===== src/rtl/rau_pkg.sv =====
`timescale 1ns / 1ps
// ----------------------------------------------------------------------------
// rau_pkg
// Shared types and constants of the rational arithmetic unit.
// ----------------------------------------------------------------------------
package rau_pkg;

  localparam int NUM_W   = 32;
  localparam int DEN_W   = 31;
  localparam int ACT_W   = 4;
  localparam int Q_DEPTH = 2;

  localparam logic [1:0] ST_OK   = 2'd0;
  localparam logic [1:0] ST_DIVZ = 2'd1;
  localparam logic [1:0] ST_OVF  = 2'd2;

  typedef enum logic [ACT_W-1:0] {
    ACT_ADD  = 4'd0,
    ACT_SUB  = 4'd1,
    ACT_MUL  = 4'd2,
    ACT_DIV  = 4'd3,
    ACT_CMP  = 4'd4,
    ACT_MOD  = 4'd5,
    ACT_NEG  = 4'd6,
    ACT_ABS  = 4'd7,
    ACT_SIGN = 4'd8,
    ACT_SQRT = 4'd9,
    ACT_MAX  = 4'd10,
    ACT_MIN  = 4'd11
  } action_e;

  typedef struct packed {
    logic [ACT_W-1:0] action;
    logic [NUM_W-1:0] a_num;
    logic [DEN_W-1:0] a_den;
    logic [NUM_W-1:0] b_num;
    logic [DEN_W-1:0] b_den;
    logic             den_err;
    logic             unknown;
  } item_t;

endpackage


===== src/rtl/rau_front.sv =====
`timescale 1ns / 1ps
// ----------------------------------------------------------------------------
// rau_front
// Accepts transactions and flags bad denominators and unknown actions.
// ----------------------------------------------------------------------------
module rau_front import rau_pkg::*; (
  input  logic             start_i,
  input  logic             full_i,
  output logic             busy_o,
  input  logic [ACT_W-1:0] action_i,
  input  logic [NUM_W-1:0] a_num_i,
  input  logic [DEN_W-1:0] a_den_i,
  input  logic [NUM_W-1:0] b_num_i,
  input  logic [DEN_W-1:0] b_den_i,
  output logic             push_o,
  output item_t            item_o
);

  logic known, binop;

  always_comb begin
    known = (action_i <= ACT_MIN);
    binop = (action_i <= ACT_CMP) || (action_i == ACT_MAX) || (action_i == ACT_MIN);
    item_o.action  = action_i;
    item_o.a_num   = a_num_i;
    item_o.a_den   = a_den_i;
    item_o.b_num   = b_num_i;
    item_o.b_den   = b_den_i;
    item_o.unknown = !known;
    item_o.den_err = known && ((a_den_i == '0) || (binop && (b_den_i == '0)));
  end

  assign busy_o = full_i;
  assign push_o = start_i && !full_i;

endmodule


===== config.mk =====
export PLATFORM = sky130hd
export DESIGN_NAME = rau_front
export DESIGN_NICKNAME = d
export VERILOG_FILES = /design/src/rtl/rau_pkg.sv /design/src/rtl/rau_front.sv
export SDC_FILE = /design/constraint.sdc
export NUM_CORES = 1
export LEC_CHECK = 0
export BUFFER_PORTS_ARGS = -buffer_cell sky130_fd_sc_hd__buf_2
export CAP_MARGIN = 20
export CORE_AREA = 2 2 102 104
export DETAILED_ROUTE_END_ITERATION = 8
export DIE_AREA = 0 0 104 106
export PLACE_DENSITY = 0.49
export SYNTH_ARGS = -nofsm -noshare
export SYNTH_HDL_FRONTEND = slang
export SYNTH_SLANG_ARGS = --single-unit

===== constraint.sdc =====
create_clock -name vclk -period 1.47
set_input_delay 0.147 -clock vclk [all_inputs]
set_output_delay 0.147 -clock vclk [all_outputs]
set_load 0.01 [all_outputs]

==> metrics.txt, run 1 <==
setup tns final=-0.153 ns; hold_buf cts=0; status=finished, violations left; Initial DRC Count=35; Avg Inst Size Synth=7.30 um2; post-route minimum period=1.62 ns; Setup crit start kind=primary input; die area=11000 um2; vias in the first global route=920; GR Util met2=12.2%; critical path arrival=1.48 ns; sequential cell area=0 um2; Final Cycle Share=110%; Static Leak=0.626 nW; Initial Utilization=11.5%; max-slew violations=0; GR Layer Usage met1=5.34%; # diodes=0; cell area power density=264 nW/um2; worst vdd ir=0.0000581 V; DP Wirelength=3880 um; Syn Std Cell Area=1150 um2; min setup slack post-route=-0.153 ns; Syn Inst Count=158; pre-CTS WS=-0.309 ns; worst hold path type=primary input to output pin; hold path depth=0; worst endpoint required time=1.32 ns; Final setup violation count=1; total gr overflow=0; RD Place Congestion=0.702; DRT antenna net count=0; Tot GR Track Use=6.50%; Yosys Warn Count=0; seq_cells=0; pin count of the biggest net entering global routing=4; core region area=10000 um2; Synth Net Count=290; failing checks=setup timing; RSZ-0062 raised after global routing=true; Setup crit end kind=output pin; Routed WL per cell=13.8 um; I/O Buffers=138; relative slew slack=75.3%; layout cell share with drive strength beyond 1=90.5%; top-count cell post-synth=buf_4; Finished Layout Cells=305; Synth area leader=buf_4; IO Pins=266; drt drc=0; DRT Pass-1 Iters=4; Nets=303; Die Width=104 um; met3 Usage GRT=3.74%; Max Freq=616 MHz; total wire length=4200 um; Yosys top cell area share=85.2%; first-pass GRT wire length=5620 um; CP Max Fanout=2; top cells by area, synth=buf_4, nor4_1, or4_1; Vias=965; Seq/Total Area, Yosys=0%; worst-margin pin slew=0.366 ns; grt peak-use layer=met2; MaxCap Viol Count=0; clkbuf count=0; final hold viol count=0; placed cell area=1060 um2; CP Class=primary input to output pin; Post-synth top cells=buf_4, nor4_1; antenna violations before repair=0; post-synth cell types=12; Rows=37; vias per inst=3.16; Die Ht=106 um; cell count after placement=305; P&R area growth vs syn=4.77%; cell area after layout=1210 um2
-- per-stage QoR --
stage	power, mW	utilization, %	hold slack, ns
floorplan	0.381	-	0.340
global placement	0.287	10.6	0.294
detailed placement	0.290	10.6	0.294
CTS	0.301	11.0	0.294
global route	0.344	12.1	0.294
finish	0.319	12.1	0.294
-- power by group --
group | leakage [nW] | total [mW] | internal [mW] | switching [mW]
sequential | 0 | 0 | 0 | 0
clock | 0 | 0 | 0 | 0
combinational | 0.626 | 0.319 | 0.155 | 0.164
total | 0.626 | 0.319 | 0.155 | 0.164
-- logic make-up after synthesis --
group	synth area share (%)
AND/OR/NAND/NOR	12.9
buffers and inverters	85.6
AO/OA/AOI/OAI	1.52
-- per-layer routing --
metal,up-vias,part of all wire [%]
met5,-,0
met4,0,5.8
met3,38,17
met2,100,49
met1,415,28
li1,412,-
-- worst max-delay path: stages --
cell	delay, ns
buf_2	0.12
nor4_4	0.27
nand4_2	0.14
or4_4	0.55
o31ai_4	0.07
buf_2	0.16
-- timing repair --
| item | in CTS | in global routing |
|---|---|---|
| resized for setup | 6 | 18 |
| pin swaps | 0 | 7 |
| buffers inserted | 0 | 0 |
| setup endpoints to repair | 1 | 1 |
| cloned | 0 | 0 |
-- layout make-up --
type	instances	area (um2)
well taps	136	170
inverters	1	3.75
repair buffers	142	752
fillers	1165	8790
multi-input cells	26	283
-- final timing paths --
| kind | start | endpoint | slack [ns] |
|---|---|---|---|
| worst min-delay path | a_num_i[5] | item_o[101] | 0.29 |
| worst max-delay path | a_den_i[0] | item_o[1] | -0.15 |
-- placed cells by master, fill, tap and decap left out --
| cell type | instances |
|---|---|
| nor3_1 | 1 |
| and2_1 | 1 |
| or4_1 | 1 |
| buf_6 | 5 |
| nand4_1 | 2 |
| nor2b_1 | 1 |
| or4_4 | 1 |
| buf_2 | 133 |
| o31ai_4 | 1 |
| buf_4 | 4 |
| nor3_2 | 1 |
| nand3_4 | 1 |
| nor4_1 | 7 |
| o21ai_0 | 2 |
| nand4_2 | 1 |
| nor4_2 | 1 |
| inv_1 | 1 |
| nor4_4 | 5 |
(Power assumes the default switching activity.)
==> run 2: changes to the inputs <==
--- a/config.mk
+++ b/config.mk
@@ -7,10 +7,12 @@
 export LEC_CHECK = 0
 export BUFFER_PORTS_ARGS = -buffer_cell sky130_fd_sc_hd__buf_2
 export CAP_MARGIN = 20
-export CORE_AREA = 2 2 102 104
+export CORE_AREA = 5 5 100 102
 export DETAILED_ROUTE_END_ITERATION = 8
-export DIE_AREA = 0 0 104 106
-export PLACE_DENSITY = 0.49
+export DIE_AREA = 0 0 105 107
+export MAX_ROUTING_LAYER = met4
+export PLACE_DENSITY = 0.53
+export SETUP_SLACK_MARGIN = 0.2
 export SYNTH_ARGS = -nofsm -noshare
 export SYNTH_HDL_FRONTEND = slang
 export SYNTH_SLANG_ARGS = --single-unit
==> metrics.txt, run 2 (synthesis gave the netlist of run 1 again) <==
status=finished, violations left; failing checks=setup timing; critical path arrival=1.47 ns; DP Wirelength=3920 um; CP Class=primary input to output pin; Initial DRC Count=16; max-slew violations=0; cell count after placement=282; commonest cells after routing, fill and taps aside=buf_2, nor4_1, buf_4; antenna violations before repair=0; worst vdd ir=0.0000453 V; placed cell area=1080 um2; Rows=35; sequential fraction of design power=0%; Setup crit end kind=output pin; Comb pwr share=100.0%; worst hold path type=primary input to output pin; post-route minimum period=1.61 ns; Routed WL per cell=14.7 um; Hold Slack=0.294 ns; total wire length=4140 um; most common cell after layout, fill and taps aside=buf_2; first-pass GRT wire length=5470 um; Die Width=105 um; Setup Fix Bufs, Post-CTS=0; Final setup violation count=1; P&R area growth vs syn=-1.74%; MaxCap Viol Count=0; crit-path leading delay family=simple AND/OR/NAND/NOR gates; power share of the clock group=0%; setup tns final=-0.145 ns; I/O Buffers=138; Die Ht=107 um; DRT Pass-1 Iters=2; final hold viol count=0; Final Cycle Share=110%; Power Total=0.301 mW; min setup slack post-route=-0.145 ns; hold_buf cts=0; drt drc=0; IO Pins=266; pre-CTS WS=-0.286 ns; # diodes=0; vias per inst=3.37; Nets=305; seq_cells=0; worst endpoint required time=1.32 ns; RSZ-0062 raised after global routing=true; cell area after layout=1130 um2; Initial Utilization=12.8%; die area=11200 um2; vias in the first global route=993; largest stage delay on the critical path=0.52 ns; Vias=950; clkbuf count=0; worst path cell trace=buf_6, or4_4, or4_4, o31ai_4, buf_6; CP bufs+invs=2; Critical-path top delay cell=or4_4; total gr overflow=0; layout cell share with drive strength beyond 1=89.5%; hold_sp=a_num_i[4]; Switching Fraction=50.8%; Finished Layout Cells=282; Static Leak=0.627 nW; RD Place Congestion=0.723; relative slew slack=78.7%; cell area power density=266 nW/um2; Finished Core Util=12.6%; Crit. Startpoint=a_den_i[9]; P_sw=0.153 mW; core region area=9020 um2; sequential cell area=0 um2; Max Freq=619 MHz; Tot GR Track Use=6.28%; Internal=0.148 mW; CP Max Fanout=2; DRT antenna net count=0; pin count of the biggest net entering global routing=4; Setup crit start kind=primary input; worst-margin pin slew=0.316 ns
==> run 2: cell types whose count changed in the layout (fill, tap and decap cells not counted), moves of 2 or more <==
cell and delta:
nor4_4 -3, buf_2 +2, buf_4 +2, buf_6 -2, nor4_2 +2
==> run 2: final timing paths <==
check / endpoint / slack [ns] / depth (start not counted)
worst max-delay path: item_o[1] / -0.14 / 5
worst min-delay path: item_o[100] / 0.29 / 0
==> run 2: power by group through the flow <==
stage | Clock (mW) | Sequential, mW | Combinational (mW)
6_report | 0 | 0 | 0.301
2_1_floorplan | 0 | 0 | 0.383
4_1_cts | 0 | 0 | 0.302
5_1_grt | 0 | 0 | 0.330
3_3_place_gp | 0 | 0 | 0.293
3_5_place_dp | 0 | 0 | 0.295
==> run 2: per-layer routing <==
metal  wire, um  global-route usage, %  vias to the layer above
met5          0                      -                        -
met4        258                   3.84                        0
met3        574                   1.69                       42
met2       2190                   12.6                      104
met1       1120                   4.94                      389
li1           -                      -                      415
==> run 2: area by class of cell <==
cell class | count | area (um2)
multi-input combinational | 26 | 236
timing repair buffer | 144 | 754
fill | 1037 | 7890
tap | 111 | 139
inverter | 1 | 3.75
==> run 2: repair_timing <==
action,CTS,global route
pin swaps,2,2
resized for setup,6,3
setup endpoints to repair,1,1
