[src/rtl/rau_pkg.sv]
`timescale 1ns / 1ps
// ----------------------------------------------------------------------------
// rau_pkg
// Shared types and constants of the rational arithmetic unit.
// ----------------------------------------------------------------------------
package rau_pkg;

  localparam int NUM_W   = 32;
  localparam int DEN_W   = 31;
  localparam int ACT_W   = 4;
  localparam int Q_DEPTH = 2;

  localparam logic [1:0] ST_OK   = 2'd0;
  localparam logic [1:0] ST_DIVZ = 2'd1;
  localparam logic [1:0] ST_OVF  = 2'd2;

  typedef enum logic [ACT_W-1:0] {
    ACT_ADD  = 4'd0,
    ACT_SUB  = 4'd1,
    ACT_MUL  = 4'd2,
    ACT_DIV  = 4'd3,
    ACT_CMP  = 4'd4,
    ACT_MOD  = 4'd5,
    ACT_NEG  = 4'd6,
    ACT_ABS  = 4'd7,
    ACT_SIGN = 4'd8,
    ACT_SQRT = 4'd9,
    ACT_MAX  = 4'd10,
    ACT_MIN  = 4'd11
  } action_e;

  typedef struct packed {
    logic [ACT_W-1:0] action;
    logic [NUM_W-1:0] a_num;
    logic [DEN_W-1:0] a_den;
    logic [NUM_W-1:0] b_num;
    logic [DEN_W-1:0] b_den;
    logic             den_err;
    logic             unknown;
  } item_t;

endpackage

[src/rtl/rau_queue.sv]
`timescale 1ns / 1ps
// ----------------------------------------------------------------------------
// rau_queue
// Short FIFO of classified transactions between front and back.
// ----------------------------------------------------------------------------
module rau_queue import rau_pkg::*; (
  input  logic  clk_i,
  input  logic  rst_ni,
  input  logic  push_i,
  input  item_t item_i,
  output logic  full_o,
  input  logic  pop_i,
  output logic  empty_o,
  output item_t item_o
);

  localparam int AW = $clog2(Q_DEPTH);

  item_t         mem_q [Q_DEPTH];
  logic [AW-1:0] wr_q, rd_q;
  logic [AW:0]   cnt_q;

  assign full_o  = (cnt_q == (AW+1)'(Q_DEPTH));
  assign empty_o = (cnt_q == '0);
  assign item_o  = mem_q[rd_q];

  always_ff @(posedge clk_i or negedge rst_ni) begin
    if (!rst_ni) begin
      wr_q  <= '0;
      rd_q  <= '0;
      cnt_q <= '0;
    end else begin
      if (push_i) begin
        wr_q <= (wr_q == AW'(Q_DEPTH - 1)) ? '0 : wr_q + 1'b1;
      end
      if (pop_i) begin
        rd_q <= (rd_q == AW'(Q_DEPTH - 1)) ? '0 : rd_q + 1'b1;
      end
      if (push_i && !pop_i) begin
        cnt_q <= cnt_q + 1'b1;
      end else if (pop_i && !push_i) begin
        cnt_q <= cnt_q - 1'b1;
      end
    end
  end

  always_ff @(posedge clk_i) begin
    if (push_i) begin
      mem_q[wr_q] <= item_i;
    end
  end

endmodule

[config.mk]
export PLATFORM = sky130hd
export DESIGN_NAME = rau_queue
export DESIGN_NICKNAME = d
export VERILOG_FILES = /design/src/rtl/rau_pkg.sv /design/src/rtl/rau_queue.sv
export SDC_FILE = /design/constraint.sdc
export NUM_CORES = 1
export LEC_CHECK = 0
export ABC_CLOCK_PERIOD_IN_PS = 13700
export BUFFER_PORTS_ARGS = -buffer_cell sky130_fd_sc_hd__buf_2
export CAP_MARGIN = 5
export CORE_ASPECT_RATIO = 0.5
export CORE_MARGIN = 2
export CORE_UTILIZATION = 56
export DETAILED_ROUTE_END_ITERATION = 8
export PLACE_DENSITY = 0.85
export REMOVE_ABC_BUFFERS = 1
export SETUP_SLACK_MARGIN = 0.2
export SYNTH_ARGS = -nofsm -noshare
export SYNTH_HDL_FRONTEND = slang
export SYNTH_SLANG_ARGS = --single-unit
[constraint.sdc]
create_clock -name clk_i -period 13.7 [get_ports clk_i]
set_input_delay 0.685 -clock clk_i [delete_from_list [all_inputs] [get_ports clk_i]]
set_output_delay 0.685 -clock clk_i [all_outputs]
set_load 0.005 [all_outputs]
==> results of run 1 <==
==> worst register-to-register path, delay by kind of cell (launching register included) <==
family,cells,cell delay [ns]
buffers and inverters,2,1.55
AND/OR/NAND/NOR,1,0.11
flip-flops,1,0.43
==> cell type report <==
class | count | area [um2] | area share (%)
Antenna cell | 2 | 5.00 | 0.0407
Clock buffer | 30 | 664 | 5.40
Clock inverter | 11 | 76.3 | 0.620
Sequential cell | 268 | 8030 | 65.3
Timing Repair Buffer | 274 | 1390 | 11.3
Inverter | 1 | 3.75 | 0.0305
Tap cell | 234 | 293 | 2.38
Multi-Input combinational cell | 143 | 1840 | 15.0
==> metrics by stage <==
step	area (um2)	setup WS (ns)	util (%)	std cells	total power, mW
floorplan	9860	6.66	-	412	1.67
global placement	11500	10.35	66.2	919	1.83
detailed placement	11500	10.28	66.2	919	1.86
CTS	12300	9.71	70.5	961	2.50
global route	12300	9.60	70.5	962	2.59
finish	12300	9.83	70.5	963	2.47
==> where the power goes <==
group	internal (mW)	switching (mW)
clock network	0.360	0.271
registers	1.09	0.0876
logic	0.369	0.290
==> worst max path at each step <==
stage                           from                     to  slack, ns  depth (start not counted)
finish              rd_q$_DFFE_PN0P_             item_o[22]       9.83                          3
global route        rd_q$_DFFE_PN0P_              item_o[8]       9.60                          3
CTS                 rd_q$_DFFE_PN0P_              item_o[8]       9.71                          3
detailed placement  rd_q$_DFFE_PN0P_              item_o[8]      10.28                          3
global placement    rd_q$_DFFE_PN0P_            item_o[115]      10.35                          3
floorplan                     push_i  mem_q[0][0]$_DFFE_PP_       6.66                          1
==> sequential cells by signal, indices dropped and copies added, names as in the netlist <==
signal  count
cnt_q       2
wr_q        1
rd_q        1
mem_q     264
==> cell families after synthesis <==
family	after synthesis
XOR/XNOR	5
adder cells (fa/ha/maj)	1
buffers and inverters	16
flip-flops	268
multiplexers	132
AND/OR/NAND/NOR	5
==> metal layers <==
metal	track usage (%)	routed length [um]	up-vias
met5	0	0	-
met4	6.93	474	0
met3	3.74	905	38
met2	36.0	10300	135
met1	23.3	7100	2437
li1	-	-	2269
==> cell usage after synthesis <==
library cell / n
sky130_fd_sc_hd__inv_1: 1
sky130_fd_sc_hd__buf_6: 9
sky130_fd_sc_hd__edfxtp_1: 264
sky130_fd_sc_hd__buf_2: 6
sky130_fd_sc_hd__nor2b_1: 2
sky130_fd_sc_hd__xor2_1: 4
sky130_fd_sc_hd__mux2_2: 62
sky130_fd_sc_hd__xnor2_1: 1
sky130_fd_sc_hd__ha_1: 1
sky130_fd_sc_hd__nor2_1: 2
sky130_fd_sc_hd__mux2_4: 70
sky130_fd_sc_hd__dfrtp_1: 4
sky130_fd_sc_hd__and2_1: 1
==> results.txt, run 1 <==
* Outcome: completed
- In this run the critical register-to-register path is launched from wr_q$_DFFE_PN0P_.
- The worst register-to-register path ends at mem_q[0][64]$_DFFE_PP_.
- Setup repair after global routing left no endpoint under its margin.
- The slowest stage of the critical path is the sky130_fd_sc_hd__dfrtp_4 cell.
* Top Ports: 270
- After synthesis, the netlist uses 13 different library cells.
- Dividing the detail-routed wire length by the instance count gives 19.5 um.
- Count of cells along the worst hold path: 1
* Die width: 193 um
- Top cell family by delay on the critical path: flip-flops
- Number of optimization iterations in the first detailed-route pass: 4
- Global-route wire length before repair: 28000 um
- Combinational family with the most area after synthesis: multiplexers
- Worst Hold Class: in -> reg
- Once the clock tree was built, the resizer swapped 0 gates to a different size.
- Vias per Instance: 5.07
* Top cells by area, synth: sky130_fd_sc_hd__edfxtp_1 (79%), sky130_fd_sc_hd__mux2_4 (11%), sky130_fd_sc_hd__mux2_2 (7.0%), sky130_fd_sc_hd__buf_6 (1.0%), sky130_fd_sc_hd__dfrtp_1 (1.0%)
* Worst path max stage delay: 1.09 ns
* Proportion of netlist area held by the largest area contributor: 79.3%
- The final number of max-transition violations was 0.
* HPWL after detailed placement: 12200 um
- Count of mapped cells out of synthesis: 427
* NumNets Final: 849
- In this run the register-to-register setup slack is 11.17 ns.
- Mux contribution to synthesized area: 17.5%
- Depth of the CTS H-tree: 1
- Total power divided by cell area: 201 nW/um2
- Fill cells in the final layout number 1099.
* Synthesized-area fraction occupied by ao, oa, aoi and oai cells: 0%
* Hold slack: 0.362 ns
- Worst Setup Path Type: reg -> out
- After Yosys synthesis, XOR and XNOR cells account for 0.438% of the synthesized area.
- The longest clock path from root to sink contains 3 buffers.
- Area Growth Syn to Fin: 23.1%
* Pin count of the biggest net entering global routing: 70
- Number of rows created at floorplan: 34
* Final weighted congestion in routability-driven placement: 0.781
* Final count of negative-setup-slack endpoints: 0
- Later-pin clock latency in the skew report: 0.50 ns
* Final Cycle Share: 28.3%
- At the pin with the least slew margin, the transition time is 1.12 ns.
* Final count of hold timing violations: 0
- TritonCTS created 24 clock buffers.
- CTS saw 268 sinks.
- Post-Syn Area per Cell: 23.4 um2
- Number of antenna violations at the first check in global routing: 1
- The die is 98.5 um tall.
- The clock period could shrink to 3.87 ns.
- Adding up every negative setup slack in the final design gives 0 ns.
- Wires add up to 18800 um.
- Overall via count from detail_route: 4879
- The worst-case IR drop observed on VDD is 0.000154 V.
- Data arrival time of the worst path: 3.19 ns
- Number of port buffers: 269
- Hold EP: mem_q[1][12]$_DFFE_PP_
- Drc violations: 0
* R2R depth: 3
- Register area share after synthesis: 80.3%
- The die covers 19000 um2.
- Worst Path Required: 13.02 ns
* Yosys warns: 0
* Clock tree from TritonCTS: yes
- After clock tree synthesis, the clock-pin slew on the worst setup and hold paths is 0.07 ns.
- The number of setup buffers added after CTS is 0.
- Launch instance of the worst min-delay path: item_i[12]
- Worst clock skew: 0.00693 ns
- Of the total synthesized cell area, the portion taken by full adders, half adders and majority gates is 0.125%.
* Leak: 4.85 nW
- Vias in the first global route: 5185
- The detail route stage leaves a number of antenna-violating nets equal to 0.
- The total area inside the core boundary comes to 17400 um2.
* Maximum clock rate: 0.258 GHz
- Ratio of cells with drive above 1 in the final layout: 60.9%
- Effective utilization at floorplan: 57.3%
* Area share of and/or/nand/nor cells after synthesis: 0.263%
- Across every metal layer, demand over resource in global routing totals 19.6%.
- Measured against its own limit, the worst slew margin works out to 25.4%.
- Number of buffers and inverters on the critical path: 2
- Clock tree synthesis selected as its root buffer the cell sky130_fd_sc_hd__clkbuf_16.
- For this run the aggregate overflow at the end of global routing stands at 0.
* Most common cell after layout, fill and taps aside: sky130_fd_sc_hd__buf_2
* Kind of end point of the critical path: primary output
- Of all nets on the critical path, the largest fanout is 69.
* Number of storage elements in the synthesis netlist: 268
- First DRT Iteration DRCs: 302
- Buffers inserted to repair hold after CTS numbered 1.
- sky130_fd_sc_hd__edfxtp_1 takes more of the synthesized area than any other cell.
- Setup crit start kind: register
- Cells traversed along the worst timing path: buf_4, mux2_2, buf_2
- Across the run, the number of max-cap violations was 0.
- Synthesized cell area: 9990 um2
* Most frequent cells in the layout: sky130_fd_sc_hd__buf_2 (269), sky130_fd_sc_hd__edfxtp_1 (264), sky130_fd_sc_hd__mux2_4 (70)
Power figures use the tool's default switching activity.
==> inputs of run 2 (changes only) <==
--- a/config.mk
+++ b/config.mk
@@ -5,14 +5,15 @@
 export SDC_FILE = /design/constraint.sdc
 export NUM_CORES = 1
 export LEC_CHECK = 0
-export ABC_CLOCK_PERIOD_IN_PS = 13700
+export ABC_AREA = 1
+export ABC_CLOCK_PERIOD_IN_PS = 3700
 export BUFFER_PORTS_ARGS = -buffer_cell sky130_fd_sc_hd__buf_2
 export CAP_MARGIN = 5
 export CORE_ASPECT_RATIO = 0.5
 export CORE_MARGIN = 2
-export CORE_UTILIZATION = 56
+export CORE_UTILIZATION = 52
 export DETAILED_ROUTE_END_ITERATION = 8
-export PLACE_DENSITY = 0.85
+export PLACE_DENSITY = 0.8
 export REMOVE_ABC_BUFFERS = 1
 export SETUP_SLACK_MARGIN = 0.2
 export SYNTH_ARGS = -nofsm -noshare
==> constraint.sdc (replaced) <==
create_clock -name clk_i -period 3.7 [get_ports clk_i]
set_input_delay 0.185 -clock clk_i [delete_from_list [all_inputs] [get_ports clk_i]]
set_output_delay 0.185 -clock clk_i [all_outputs]
set_load 0.005 [all_outputs]
==> run 2 against run 1 <==
Compared with the run above:
- clock skew is 0.016 ns higher
- synthesized cell count is 2.1% higher
- clock power grew to 3.8 times the previous value
- register-to-register slack worse by 9.4 ns
- die area is 7.7% higher
- largest power group unchanged
==> results.txt, run 2 <==
- Outcome: completed (unchanged).
- Post-CTS sizing: 0 (unchanged)
- Final Instance Area: 13700 um2 (was 12300 um2)
* Ant diodes: 0 (was 2)
* Setup crit start kind: register (unchanged)
* Depth of the CTS H-tree: 1 (unchanged)
- The hold violation total from the final report came to 0 (unchanged).
- Register with the most flip-flops: mem_q (unchanged)
- The power per cell area came to 681 nW/um2 (was 201 nW/um2).
- Top sig layer: met4 (unchanged)
- Worst-Margin Slew: 1.08 ns (was 1.12 ns)
- Slew HR: 28.3% (was 25.4%)
* Library cell with the highest instance count after synthesis: sky130_fd_sc_hd__edfxtp_1 (unchanged)
- The first-pass detailed-route iteration total was 4 (unchanged).
- Vias in the first global route: 5933 (was 5185)
- Cells traversed along the worst timing path: buf_4, mux2_2, buf_2 (unchanged).
- Max cap viols: 0 (unchanged)
- The hold-critical path depth is 2 (was 1).
* Number of port buffers: 269 (unchanged)
- TritonCTS buffer count: 23 (was 24)
* Standard cell core area: 18700 um2 (was 17400 um2)
- The layout-stage area growth over the synthesis result was 37.1% (was 23.1%).
- Global router's overall resource usage: 20.3% (was 19.6%)
- Die width: 200 um (was 193 um)
* Worst path max stage delay: 0.78 ns (was 1.09 ns)
* Kind of end point of the critical path: primary output (unchanged)
- The wire length of the first global-routing pass is 32100 um (was 28000 um).
- Count of mapped cells out of synthesis: 436 (was 427)
- The top cell type's share of synthesized area is 79.2% (was 79.3%).
- Largest regs: mem_q x264, cnt_q x2 (unchanged).
* IR Drop Worst-Case VDD: 0.000487 V (was 0.000154 V)
- Top cell family by delay on the critical path: flip-flops (unchanged)
- Top_reg_cell synth: sky130_fd_sc_hd__edfxtp_1 (unchanged)
- Later-pin clock latency in the skew report: 0.51 ns (was 0.50 ns)
- Die footprint: 20500 um2 (was 19000 um2)
- The via density per instance came to 4.91 (was 5.07).
- The placed wire-length estimate is 12500 um (was 12200 um).
- The post-layout net count is 994 (was 849).
- Crit-path max FO: 34 (was 69)
- Crit-path slowest cell: sky130_fd_sc_hd__dfrtp_4 (unchanged)
- The number of distinct library cells after synthesis is 14 (was 13).
- Commonest cells post-synth: sky130_fd_sc_hd__edfxtp_1 (264), sky130_fd_sc_hd__mux2_4 (70), sky130_fd_sc_hd__mux2_2 (62) (unchanged).
- DR WL met3: 812 um (was 905 um)
* Worst Path Required: 3.51 ns (was 13.02 ns)
- The standard-cell row count came to 35 (was 34).
- Worst Setup Path Type: reg -> out (unchanged)
* Clock transition at path regs: 0.07 ns (about the same)
* Met1 routed wirelength after detailed routing: 8180 um (was 7100 um)
- Root cell of the clock tree: sky130_fd_sc_hd__clkbuf_16 (unchanged)
- Data arrival time of the worst path: 2.44 ns (was 3.19 ns)
- The fraction of registers with async set/reset was 1.49% (unchanged).
- Yosys top cell by area: sky130_fd_sc_hd__edfxtp_1 (unchanged)
- The leading cell type in the layout, fill and taps excluded was sky130_fd_sc_hd__buf_2 (unchanged).
- Effective utilization at floorplan: 53.7% (was 57.3%)
* Final min period: 2.63 ns
- R2R depth: 3 (unchanged)
- RSZ-0062 raised after global routing: no (unchanged).
* Number of buffers and inverters on the critical path: 2 (unchanged)
- Pin count of the biggest net entering global routing: 80 (was 70)
- The number of enable flip-flop cells after synthesis is 264 (unchanged).
- Synthesized cell area: 10000 um2 (was 9990 um2)
- The overall overflow remaining after global route was 0 (unchanged).
- Register area share after synthesis: 80.2% (was 80.3%)
- Top cells by area, synth: sky130_fd_sc_hd__edfxtp_1 (79%), sky130_fd_sc_hd__mux2_4 (10%), sky130_fd_sc_hd__mux2_2 (7.0%), sky130_fd_sc_hd__buf_6 (1.0%), sky130_fd_sc_hd__dfrtp_1 (1.0%) (was sky130_fd_sc_hd__edfxtp_1 (79%), sky130_fd_sc_hd__mux2_4 (11%), sky130_fd_sc_hd__mux2_2 (7.0%), sky130_fd_sc_hd__buf_6 (1.0%), sky130_fd_sc_hd__dfrtp_1 (1.0%)).
- Number of antenna violations at the first check in global routing: 0 (was 1)
- Most frequent cells in the layout: sky130_fd_sc_hd__buf_2 (269), sky130_fd_sc_hd__edfxtp_1 (264), sky130_fd_sc_hd__dlygate4sd3_1 (136) (was sky130_fd_sc_hd__buf_2 (269), sky130_fd_sc_hd__edfxtp_1 (264), sky130_fd_sc_hd__mux2_4 (70))
* Maximum clock rate: 0.381 GHz
- Final Cycle Share: 71.0%
- The count of boundary I/O pins was 270 (unchanged).
* Worst clock skew: 0.0227 ns (was 0.00693 ns)
- The TritonCTS clock tree is yes (unchanged).
- Cell Area, Placed: 11600 um2 (was 11500 um2)
- The standby leakage power is 5.45 nW (was 4.85 nW).
- Post-Syn Area per Cell: 23.0 um2 (was 23.4 um2)
- Number of storage elements in the synthesis netlist: 268 (unchanged)
- Crit path depth: 3 (unchanged)
* Worst Hold Class: in -> reg (unchanged)
* Final weighted congestion in routability-driven placement: 0.769 (was 0.781)
* Yosys warns: 0 (unchanged)
- Overall via count from detail_route: 5564 (was 4879)
* Drc violations: 0 (unchanged)
- The height of the die came to 102 um (was 98.5 um).
* Clock Sink Count: 268 (unchanged)
* Amount of wire on met2 after detailed routing: 11600 um (was 10300 um)
- Routed Antenna Nets: 0 (unchanged)
* Ratio of cells with drive above 1 in the final layout: 50.5% (was 60.9%)
- Final count of negative-setup-slack endpoints: 0 (unchanged)
- The buffer depth of the longest clock path came to 3 (unchanged).
- First DRT Iteration DRCs: 281 (was 302)
- Per-cell routed wire length: 18.8 um (was 19.5 um)
- Finished Core Util: 73.6% (was 70.5%)
- The number of setup buffers added after CTS was 0 (unchanged).
- The wire length after detailed routing is 21300 um (was 18800 um).
* Final-report max-slew violation count: 0 (unchanged)
* Number of flip-flops under the largest register name: 264 (unchanged)
[run 2: changes by cell type after synthesis, sizes merged]
cell   delta
nand4     +1
nor2b     -2
nor2      +1
nand2     +5
xor2      -2
nand3     +1
and2      -1
inv       +6
[run 2: kinds of logic after synthesis]
family        count (synthesis)  share of synthesized area (%)
xor+xnor                      3                          0.262
fa+ha+maj                     1                          0.125
buf+inv                      22                           1.57
flops                       268                           80.2
mux                         132                           17.5
simple gates                 10                          0.412
[run 2: final timing paths]
check / start / to / slack [ns]
min in group asynchronous: rst_ni / rd_q$_DFFE_PN0P_ / 0.61
max in group asynchronous: rst_ni / rd_q$_DFFE_PN0P_ / 2.88
hold / removal: item_i[29] / mem_q[0][29]$_DFFE_PP_ / 0.39
setup / recovery: rd_q$_DFFE_PN0P_ / item_o[28] / 1.07
setup reg to reg: wr_q$_DFFE_PN0P_ / mem_q[1][61]$_DFFE_PP_ / 1.81
hold reg to reg: cnt_q[1]$_DFFE_PN0P_ / cnt_q[1]$_DFFE_PN0P_ / 0.51
[run 2: what timing repair did]
item / 4_1_cts / 5_1_grt
hold buffers: 136 / 0
endpoints found under the setup margin: 0 / 0
hold endpoints to repair: 270 / 0
[run 2: power by group]
part / internal [mW] / total (mW) / switching (mW)
Sequential: 4.03 / 4.27 / 0.234
Clock: 1.36 / 2.39 / 1.03
Combinational: 1.46 / 2.70 / 1.24
[run 2: cell type report]
type,instances,area [um2]
clock buffers,28,594
clock inverters,14,141
fillers,1109,4920
inverters,7,28.8
multi-input cells,146,1840
flip-flops and latches,268,8030
well taps,259,324
repair buffers,411,2780
[run 2: per-stage QoR]
step | setup slack, ns | hold WS, ns | TNS, ns | std cells | power [mW]
6_report | 1.07 | 0.386 | 0 | 1133 | 9.36
5_1_grt | 0.973 | 0.380 | 0 | 1133 | 9.75
4_1_cts | 1.06 | 0.364 | 0 | 1133 | 9.39
3_5_place_dp | 1.61 | 0.00827 | 0 | 955 | 6.90
3_3_place_gp | 1.68 | 0.00141 | 0 | 955 | 6.82
2_1_floorplan | -2.82 | -0.111 | -493.59 | 421 | 6.16
[run 2: layer usage]
| metal | global-route usage [%] | vias to the layer above |
|---|---|---|
| met4 | 7.58 | 0 |
| li1 | - | 2567 |
| met5 | 0 | - |
| met2 | 39.1 | 169 |
| met1 | 23.4 | 2774 |
| met3 | 3.57 | 54 |
[run 2: worst register-to-register path: stages, from the launching register on]
cell and delay [ns]:
sky130_fd_sc_hd__dfrtp_1 0.42, sky130_fd_sc_hd__nand2_1 0.12, sky130_fd_sc_hd__inv_4 0.41, sky130_fd_sc_hd__buf_4 0.54
==> inputs of run 3 (changes only) <==
--- a/config.mk
+++ b/config.mk
@@ -5,8 +5,8 @@
 export SDC_FILE = /design/constraint.sdc
 export NUM_CORES = 1
 export LEC_CHECK = 0
-export ABC_AREA = 1
-export ABC_CLOCK_PERIOD_IN_PS = 3700
+export ABC_AREA = 0
+export ABC_CLOCK_PERIOD_IN_PS = 2700
 export BUFFER_PORTS_ARGS = -buffer_cell sky130_fd_sc_hd__buf_2
 export CAP_MARGIN = 5
 export CORE_ASPECT_RATIO = 0.5
==> constraint.sdc (replaced) <==
create_clock -name clk_i -period 2.7 [get_ports clk_i]
set_input_delay 0.135 -clock clk_i [delete_from_list [all_inputs] [get_ports clk_i]]
set_output_delay 0.135 -clock clk_i [all_outputs]
set_load 0.005 [all_outputs]
==> run 3 against run 2 <==
Compared with the run above:
- via count shrank 0.49%
- die area shrank 0.20%
- utilization is essentially flat
- routed wire length grew 2.1%
- final cell count shrank 0.88%
- first-iteration DRC count grew 5.3%
- critical path type unchanged
- largest power group unchanged
- highest routed layer unchanged
==> results.txt, run 3 (synthesis results as in run 1) <==
* Non-Filler Instances: 1123 (was 1133)
- Depth of the CTS H-tree: 1 (unchanged)
- IR Drop Worst-Case VDD: 0.000607 V (was 0.000487 V)
- The starting density of the core came to 53.7% (about the same).
* Clock Sink Count: 268 (unchanged)
- The standard cell area after detailed placement came to 11700 um2 (was 11600 um2).
- Logic gate share of total power: 30.1% (was 28.9%)
- The tightest hold margin was 0.344 ns (was 0.386 ns).
* Per-cell routed wire length: 19.4 um (was 18.8 um)
- The end of the worst register-to-register path is mem_q[0][50]$_DFFE_PP_ (was mem_q[1][61]$_DFFE_PP_).
* TritonCTS buffer count: 23 (unchanged)
* Kind of end point of the critical path: primary output (unchanged)
* Number of antenna violations at the first check in global routing: 1 (was 0)
* Largest regs: mem_q x264, cnt_q x2 (unchanged)
- The power per cell area was 919 nW/um2 (was 681 nW/um2).
* Number of rows created at floorplan: 35 (unchanged)
- Final count of hold timing violations: 0 (unchanged)
* Launch instance of the worst min-delay path: item_i[106] (was item_i[29])
- Routed Antenna Nets: 0 (unchanged)
* Number of flip-flops under the largest register name: 264 (unchanged)
* Worst reg2reg setup slack: 1.04 ns (was 1.81 ns)
* Final count of negative-setup-slack endpoints: 0 (unchanged)
- Die width: 200 um (about the same)
- Number of optimization iterations in the first detailed-route pass: 5 (was 4)
- Crit-path max FO: 29 (was 34)
- The largest net degree at the start of global routing was 64 (was 80).
- The area of the die came to 20400 um2 (was 20500 um2).
- The setup clock skew after layout was 0.0151 ns (was 0.0227 ns).
* Setup crit start kind: register (unchanged)
* Die Ht: 102 um (about the same)
- For this run, the top clock speed supported by timing is 0.419 GHz.
- The post-layout net count is 987 (was 994).
- Global-route wire length before repair: 31600 um (was 32100 um)
* R2R depth: 2 (was 3)
- The slack of the critical path is 0.311 ns (was 1.07 ns).
* Most common cell after layout, fill and taps aside: sky130_fd_sc_hd__buf_2 (unchanged)
* First DRT Iteration DRCs: 296 (was 281)
- The routability congestion estimate from global placement is 0.810 (was 0.769).
- Hold EP: mem_q[1][106]$_DFFE_PP_ (was mem_q[0][29]$_DFFE_PP_)
- The fraction of layout instances using a drive strength above 1 is 50.9% (was 50.5%).
- The switching power as a share of total power was 27.2% (was 26.8%).
* Vias per Instance: 4.93 (was 4.91)
- Number of port buffers: 269 (unchanged)
- Share of power burned in registers: 46.5% (was 45.6%)
- Slew HR: 61.9% (was 28.3%)
- Total global routing overflow: 0 (unchanged)
- The largest register by flop count was mem_q (unchanged).
- RSZ-0062 raised after global routing: no (unchanged).
* Drc violations: 0 (unchanged)
* Standard cell core area: 18600 um2 (was 18700 um2)
- The count of boundary I/O pins is 270 (unchanged).
* Bufs on Longest Clock Path: 3 (unchanged)
* Total wire length after detailed routing: 21800 um (was 21300 um)
- The count of placed standard cells including taps was 948 (was 955).
* Count of cells along the worst hold path: 2 (unchanged)
- Worst slack, placed: 0.885 ns (was 1.61 ns)
- The data arrival time of the critical path was 2.25 ns (was 2.44 ns).
- Global router's overall resource usage: 20.8% (was 20.3%)
- The slew at the pin closest to its max-slew limit is 0.571 ns (was 1.08 ns).
* Clock tree from TritonCTS: yes (unchanged)
- Register area: 8030 um2 (unchanged)
* Final Cycle Share: 88.5%
* Aggregate negative setup slack: 0 ns (unchanged)
* HPWL after detailed placement: 12700 um (was 12500 um)
* Later-pin clock latency in the skew report: 0.51 ns (about the same)
- Max cap viols: 0 (unchanged)
- The combined area of the multi-input logic cells is 1840 um2 (about the same).
- Most frequent cells in the layout: sky130_fd_sc_hd__buf_2 (269), sky130_fd_sc_hd__edfxtp_1 (264), sky130_fd_sc_hd__dlygate4sd3_1 (136) (unchanged)
* Outcome: completed (unchanged)
* Overall via count from detail_route: 5537 (was 5564)
- Final-report max-slew violation count: 0 (unchanged)
- Final Instance Area: 13700 um2 (about the same)
- Cell-internal power: 9.17 mW (was 6.85 mW)
- The number of buffers inserted for hold repair after clock tree synthesis is 136 (unchanged).
- The beginning of the worst register-to-register path is wr_q$_DFFE_PN0P_ (unchanged).
- Root cell of the clock tree: sky130_fd_sc_hd__clkbuf_16 (unchanged)
* Worst Setup Path Type: reg -> out (unchanged)
* Switch Pwr: 3.42 mW (was 2.51 mW)
* Clock transition at path regs: 0.06 ns (was 0.07 ns)
- Area Growth Syn to Fin: 37.1% (about the same)
- The number of fill cells in the layout was 1079 (was 1109).
- Post-CTS sizing: 0 (unchanged)
- Relative contribution of the clock network to total power: 23.4% (was 25.5%)
- The type of the most critical hold path is in -> reg (unchanged).
* Worst Path Required: 2.57 ns (was 3.51 ns)
* Post-CTS setup buffer count: 0 (unchanged)
- The number of global-route vias before repair was 5951 (was 5933).
- Subtracting the final worst setup slack from the clock period gives 2.39 ns.
- The standby leakage power came to 5.40 nW (was 5.45 nW).
## run 3: layout make-up
| cell class | instances | share of cell area (%) |
|---|---|---|
| Clock buffer | 29 | 4.37 |
| Clock inverter | 8 | 0.283 |
| Multi-Input combinational cell | 143 | 13.4 |
| Tap cell | 259 | 2.37 |
| Sequential cell | 268 | 58.6 |
| Timing Repair Buffer | 413 | 20.8 |
| Inverter | 1 | 0.0274 |
| Antenna cell | 2 | 0.0365 |
## run 3: worst max path at each step
| stage | startpoint | to | cells past startpoint |
|---|---|---|---|
| after CTS | rd_q$_DFFE_PN0P_ | item_o[103] | 3 |
| after detailed placement | rd_q$_DFFE_PN0P_ | item_o[103] | 3 |
| after floorplan | wr_q$_DFFE_PN0P_ | mem_q[0][0]$_DFFE_PP_ | 1 |
| after global routing | rd_q$_DFFE_PN0P_ | item_o[12] | 3 |
| final | rd_q$_DFFE_PN0P_ | item_o[22] | 3 |
| after global placement | rd_q$_DFFE_PN0P_ | item_o[13] | 3 |
## run 3: power by group through the flow
stage / registers, mW / logic (mW) / clock network (mW)
after floorplan: 6.13 / 1.83 / 0
after global placement: 5.88 / 3.55 / 0
after detailed placement: 5.93 / 3.62 / 0
after CTS: 5.84 / 3.79 / 2.99
after global routing: 5.93 / 4.06 / 3.17
final: 5.85 / 3.79 / 2.95
## run 3: critical path, stage by stage (launching register included)
cell                      delay, ns
sky130_fd_sc_hd__dfrtp_4       0.79
sky130_fd_sc_hd__buf_4         0.40
sky130_fd_sc_hd__mux2_2        0.39
sky130_fd_sc_hd__buf_2         0.13
## run 3: stage by stage
stage | util, % | total power, mW
final | 73.6 | 12.6
after global routing | 73.6 | 13.2
after floorplan | - | 7.96
after detailed placement | 62.8 | 9.55
after CTS | 73.6 | 12.6
after global placement | 62.8 | 9.43
## run 3: per-layer routing
layer	wire, um	vias up	track usage, %
li1	-	2542	-
met1	8040	2754	23.2
met2	11800	169	39.1
met3	781	72	3.56
met4	1100	0	10.7
met5	0	-	0
